[config.mk]
export PLATFORM = sky130hd
export DESIGN_NAME = mibp_gather
export DESIGN_NICKNAME = d
export VERILOG_FILES = /design/src/hdl/mibp_pkg.sv /design/src/hdl/mibp_gather.sv
export SDC_FILE = /design/constraint.sdc
export NUM_CORES = 1
export LEC_CHECK = 0
export ABC_CLOCK_PERIOD_IN_PS = 9400
export BUFFER_PORTS_ARGS = -buffer_cell sky130_fd_sc_hd__clkbuf_2
export CAP_MARGIN = 15
export CORE_MARGIN = 4
export CORE_UTILIZATION = 58
export CTS_BUF_LIST = sky130_fd_sc_hd__clkbuf_4
export DETAILED_ROUTE_END_ITERATION = 6
export PLACE_DENSITY_LB_ADDON = 0.05
export SETUP_SLACK_MARGIN = 0.3
export SYNTH_ARGS = -nofsm -noshare
export SYNTH_HDL_FRONTEND = slang
export SYNTH_SLANG_ARGS = --single-unit
export TNS_END_PERCENT = 1
[constraint.sdc]
create_clock -name i_clk -period 9.4 [get_ports i_clk]
set_clock_uncertainty 0.05 [all_clocks]
set_input_delay 0.94 -clock i_clk [delete_from_list [all_inputs] [get_ports i_clk]]
set_output_delay 0.94 -clock i_clk [all_outputs]
set_load 0.005 [all_outputs]
[src/hdl/mibp_pkg.sv]
// ----------------------------------------------------------------------------
// mibp_pkg
// Shared types and constants for the masked-index bimodal predictor.
// ----------------------------------------------------------------------------
`default_nettype none

package mibp_pkg;

    localparam int ADDR_W      = 32;  // branch address bits used for the index
    localparam int CFG_DATA_W  = 32;  // widest configuration register
    localparam int CFG_INDEX_W = 1;
    localparam int STATES_W    = 5;   // counter_states register width
    localparam int OUT_IDX_W   = 10;  // table_index field width on the result
    localparam int IN_TDATA_W  = 40;  // address + outcome, padded to bytes
    localparam int OUT_TDATA_W = 16;  // prediction, mispredict, index, padded

    localparam logic [ADDR_W-1:0]   MASK_RESET   = 32'h0000_000F;
    localparam logic [STATES_W-1:0] STATES_RESET = 5'd2;

    typedef enum logic [CFG_INDEX_W-1:0] {
        REG_INDEX_MASK     = 1'b0,
        REG_COUNTER_STATES = 1'b1
    } t_reg_index;

    typedef enum logic {
        ST_CLEAR = 1'b0,
        ST_RUN   = 1'b1
    } t_state;

endpackage : mibp_pkg

`default_nettype wire

[src/hdl/mibp_gather.sv]
// ----------------------------------------------------------------------------
// mibp_gather
// Parallel bit extract of the masked address bits into a packed table index.
// ----------------------------------------------------------------------------
`default_nettype none

module mibp_gather
    import mibp_pkg::*;
#(
    parameter int INDEX_BITS = 10
) (
    input  wire logic                  i_clk,
    input  wire logic                  i_rst_n,
    input  wire logic                  i_mask_we,
    input  wire logic [ADDR_W-1:0]     i_mask,
    input  wire logic [ADDR_W-1:0]     i_addr,
    output logic      [INDEX_BITS-1:0] o_index
);

    // One row per index bit: which address bit lands there.
    typedef logic [INDEX_BITS-1:0][ADDR_W-1:0] t_sel;

    // Each selected bit goes to the position given by the count of
    // selected bits below it; positions past the index width drop out.
    function automatic t_sel sel_matrix(input logic [ADDR_W-1:0] m);
        t_sel s;
        int   cnt;
        s = '0;
        for (int b = 0; b < ADDR_W; b++) begin
            cnt = $countones(m & ~({ADDR_W{1'b1}} << b));
            for (int j = 0; j < INDEX_BITS; j++) begin
                s[j][b] = m[b] && (cnt == j);
            end
        end
        return s;
    endfunction

    t_sel r_sel;

    always_ff @(posedge i_clk) begin
        if (!i_rst_n) begin
            r_sel <= sel_matrix(MASK_RESET);
        end else if (i_mask_we) begin
            r_sel <= sel_matrix(i_mask);
        end
    end

    always_comb begin
        for (int j = 0; j < INDEX_BITS; j++) begin
            o_index[j] = |(i_addr & r_sel[j]);
        end
    end

endmodule : mibp_gather

`default_nettype wire

==> results.json <==
{
  "synth-async-reset-ratio": 0,
  "io_pins": 77,
  "drc": 0,
  "grt_pass1_vias": 15797,
  "synth_ff_type": "dfxtp_1",
  "synth_nets": 2251,
  "cp.arrival_ns": 8.84,
  "dieArea_mm2": 0.0332,
  "ys_ff_latch": 293,
  "cts_tree": "yes",
  "grtUsageTotal": 0.404,
  "required_ns": 10.01,
  "setup_viol": 0,
  "worst_path_most_repeated_cell": "inv_1",
  "synthCells": 2043,
  "fill_cells": 2680,
  "grt-ovfl-total": 0,
  "vias": 17026,
  "numCtsBuffers": 81,
  "ys_warn_count": 0,
  "dpl.hpwl_mm": 53.2,
  "report.final.slew_viol_count": 0,
  "die_width_um": 182,
  "cts_resized": 0,
  "firstDrtPassIters": 7,
  "rsz0062_at_grt": "no",
  "regArea_mm2": 0.00587,
  "tightest_slew_ns": 1.09,
  "cts_root_buf": "clkbuf_4",
  "finalWirelength_mm": 68.9,
  "grt_pass1_wl_mm": 101,
  "fin_setup_tns_ns": 0,
  "row_count": 63,
  "cts.sinks": 293,
  "wl_met3_mm": 7.73,
  "m1WireLength_mm": 26.9,
  "ctsHoldBuffers": 0,
  "clk_path_buf_depth": 3,
  "syn_to_final_growth_pct": 9.17,
  "slowest_delay_ns": 0.73,
  "io_buffers": 76,
  "crit_type": "input pin to flop",
  "gp_congestion": 1.04,
  "hp-class": "flop to flop",
  "synth_edf_count": 0,
  "synthDistinctLibCells": 77,
  "die_y_um": 182,
  "largest_reg_flops": 293,
  "startpoint_type": "input pin",
  "cp_slowest_cell": "fa_1",
  "synth_area_mm2": 0.0176,
  "final_nets": 2312,
  "syn_avg_cell_area_um2": 8.62,
  "initial_core_util": 0.591,
  "path_clk_slew_ns": 0.07,
  "slew_headroom": 0.272,
  "coreArea_mm2": 0.0298,
  "vias_per_cell": 6.66,
  "path_max_fanout": 20,
  "layout-drive-gt1-share": 0.117,
  "clk_latency_ns": 0.70,
  "path_delay_family": "adder cells",
  "initialDrtViolationCount": 2212,
  "cap_violations": 0,
  "crit_buf_inv": 12,
  "ant_nets": 0,
  "dr.max_layer_used": "met5",
  "cts.htree.levels": 3,
  "drt-wirelength-per-cell_um": 26.9,
  "multi_input_area_mm2": 0.0108,
  "status": "completed",
  "grt_max_degree": 113,
  "seq_area_frac_synth": 0.333,
  "fin_crit_sh": 0.875,
  "cts_setup_buffers": 0,
  "fin_crit_ns": 8.23,
  "hold_viol_final": 0,
  "top_register": "r_sel",
  "antenna_found_initial": 3,
  "max_clock_freq_mhz": 122,
  "wl_met2_mm": 29.4,
  "top_regs": "r_sel (293)",
  "end_kind": "flop"
}
==> stage by stage <==
stage / setup WS (ns) / util / cells / hold WS, ns / area, um2
2_1_floorplan: 0.524 / - / 2043 / 0.370 / 17600
3_3_place_gp: 0.768 / 0.610 / 2411 / 0.386 / 18200
3_5_place_dp: 0.534 / 0.610 / 2411 / 0.389 / 18200
4_1_cts: 1.25 / 0.646 / 2557 / 0.399 / 19200
5_1_grt: 0.780 / 0.646 / 2558 / 0.436 / 19200
6_report: 1.17 / 0.646 / 2558 / 0.407 / 19200
==> cells in the mapped netlist, types with 12 or more instances <==
cell type	number	share of area
o21ai_0	54	0.015
nor2_1	108	0.023
nor2b_1	108	0.038
a22oi_1	119	0.051
xor2_1	16	0.0080
and3_1	13	0.0046
inv_1	127	0.027
nand2_1	185	0.039
a221oi_1	23	0.011
a21oi_1	92	0.026
dfxtp_1	293	0.33
ha_1	81	0.058
clkbuf_1	99	0.021
nand2b_1	19	0.0067
nand3_1	70	0.020
nor3_1	38	0.011
o31ai_1	22	0.0094
a21o_1	20	0.0085
o32ai_1	13	0.0065
xnor2_1	21	0.010
a32oi_1	21	0.010
and2_1	85	0.030
fa_1	60	0.068
o21ai_1	12	0.0034
a22o_1	37	0.018
o2bb2ai_1	66	0.033
nand4_1	52	0.018
or3_1	15	0.0053
==> layout by cell type (no fill, tap or decap), types with 15 or more instances in the layout <==
cell | synthesis | layout
dfxtp_1 | 293 | 293
nand2_1 | 185 | 185
inv_1 | 127 | 127
a22oi_1 | 119 | 119
clkbuf_4 | 0 | 118
nor2_1 | 108 | 108
nor2b_1 | 108 | 107
a21oi_1 | 92 | 92
and2_1 | 85 | 85
ha_1 | 81 | 81
clkbuf_2 | 0 | 74
nand3_1 | 70 | 70
o2bb2ai_1 | 66 | 66
fa_1 | 60 | 60
o21ai_0 | 54 | 54
nand4_1 | 52 | 52
nor3_1 | 38 | 38
a22o_1 | 37 | 37
a221oi_1 | 23 | 23
o31ai_1 | 22 | 22
xnor2_1 | 21 | 21
a32oi_1 | 21 | 21
buf_4 | 4 | 21
a21o_1 | 20 | 20
nand2b_1 | 19 | 19
clkinv_1 | 0 | 18
xor2_1 | 16 | 16
or3_1 | 15 | 15
==> final timing paths <==
kind / start / depth (start not counted) / endpoint / slack, ns
max: i_mask[0] / 31 / r_sel[127] / 1.17
min: r_sel[58] / 2 / r_sel[58] / 0.41
max reg2reg: r_sel[210] / 2 / r_sel[210] / 8.47
min reg2reg: r_sel[58] / 2 / r_sel[58] / 0.41
==> cell families (layout without fill, tap and decap cells) <==
| logic type | count (synthesis) | in the layout | share of synthesized area |
|---|---|---|---|
| simple gates | 746 | 746 | 0.221 |
| flops | 293 | 293 | 0.333 |
| xor+xnor | 42 | 42 | 0.0237 |
| mux | 11 | 11 | 0.00774 |
| fa+ha+maj | 141 | 141 | 0.126 |
| compound gates | 564 | 564 | 0.235 |
| buf+inv | 246 | 370 | 0.0540 |
| other cells | 0 | 1 | 0 |
==> layer usage <==
layer,track usage,up-vias
li1,-,7597
met5,0,-
met3,0.106,259
met2,0.611,1076
met1,0.525,8090
met4,0.228,4
==> worst min-delay path: stages, from the launching register on <==
cell     delay [ns]
dfxtp_1        0.32
nand2_1        0.05
o21ai_1        0.05
==> cell type report <==
type                    count  area share
multi-input cells        1504       0.562
flip-flops and latches    293       0.305
clock buffers             118      0.0460
repair buffers             95      0.0274
inverters                 129      0.0254
well taps                 390      0.0254
clock inverters            28     0.00872
diodes                      1    0.000130
Power is not shown: default switching activity piles up to over one toggle a cycle in this logic, so the estimate is an artifact.
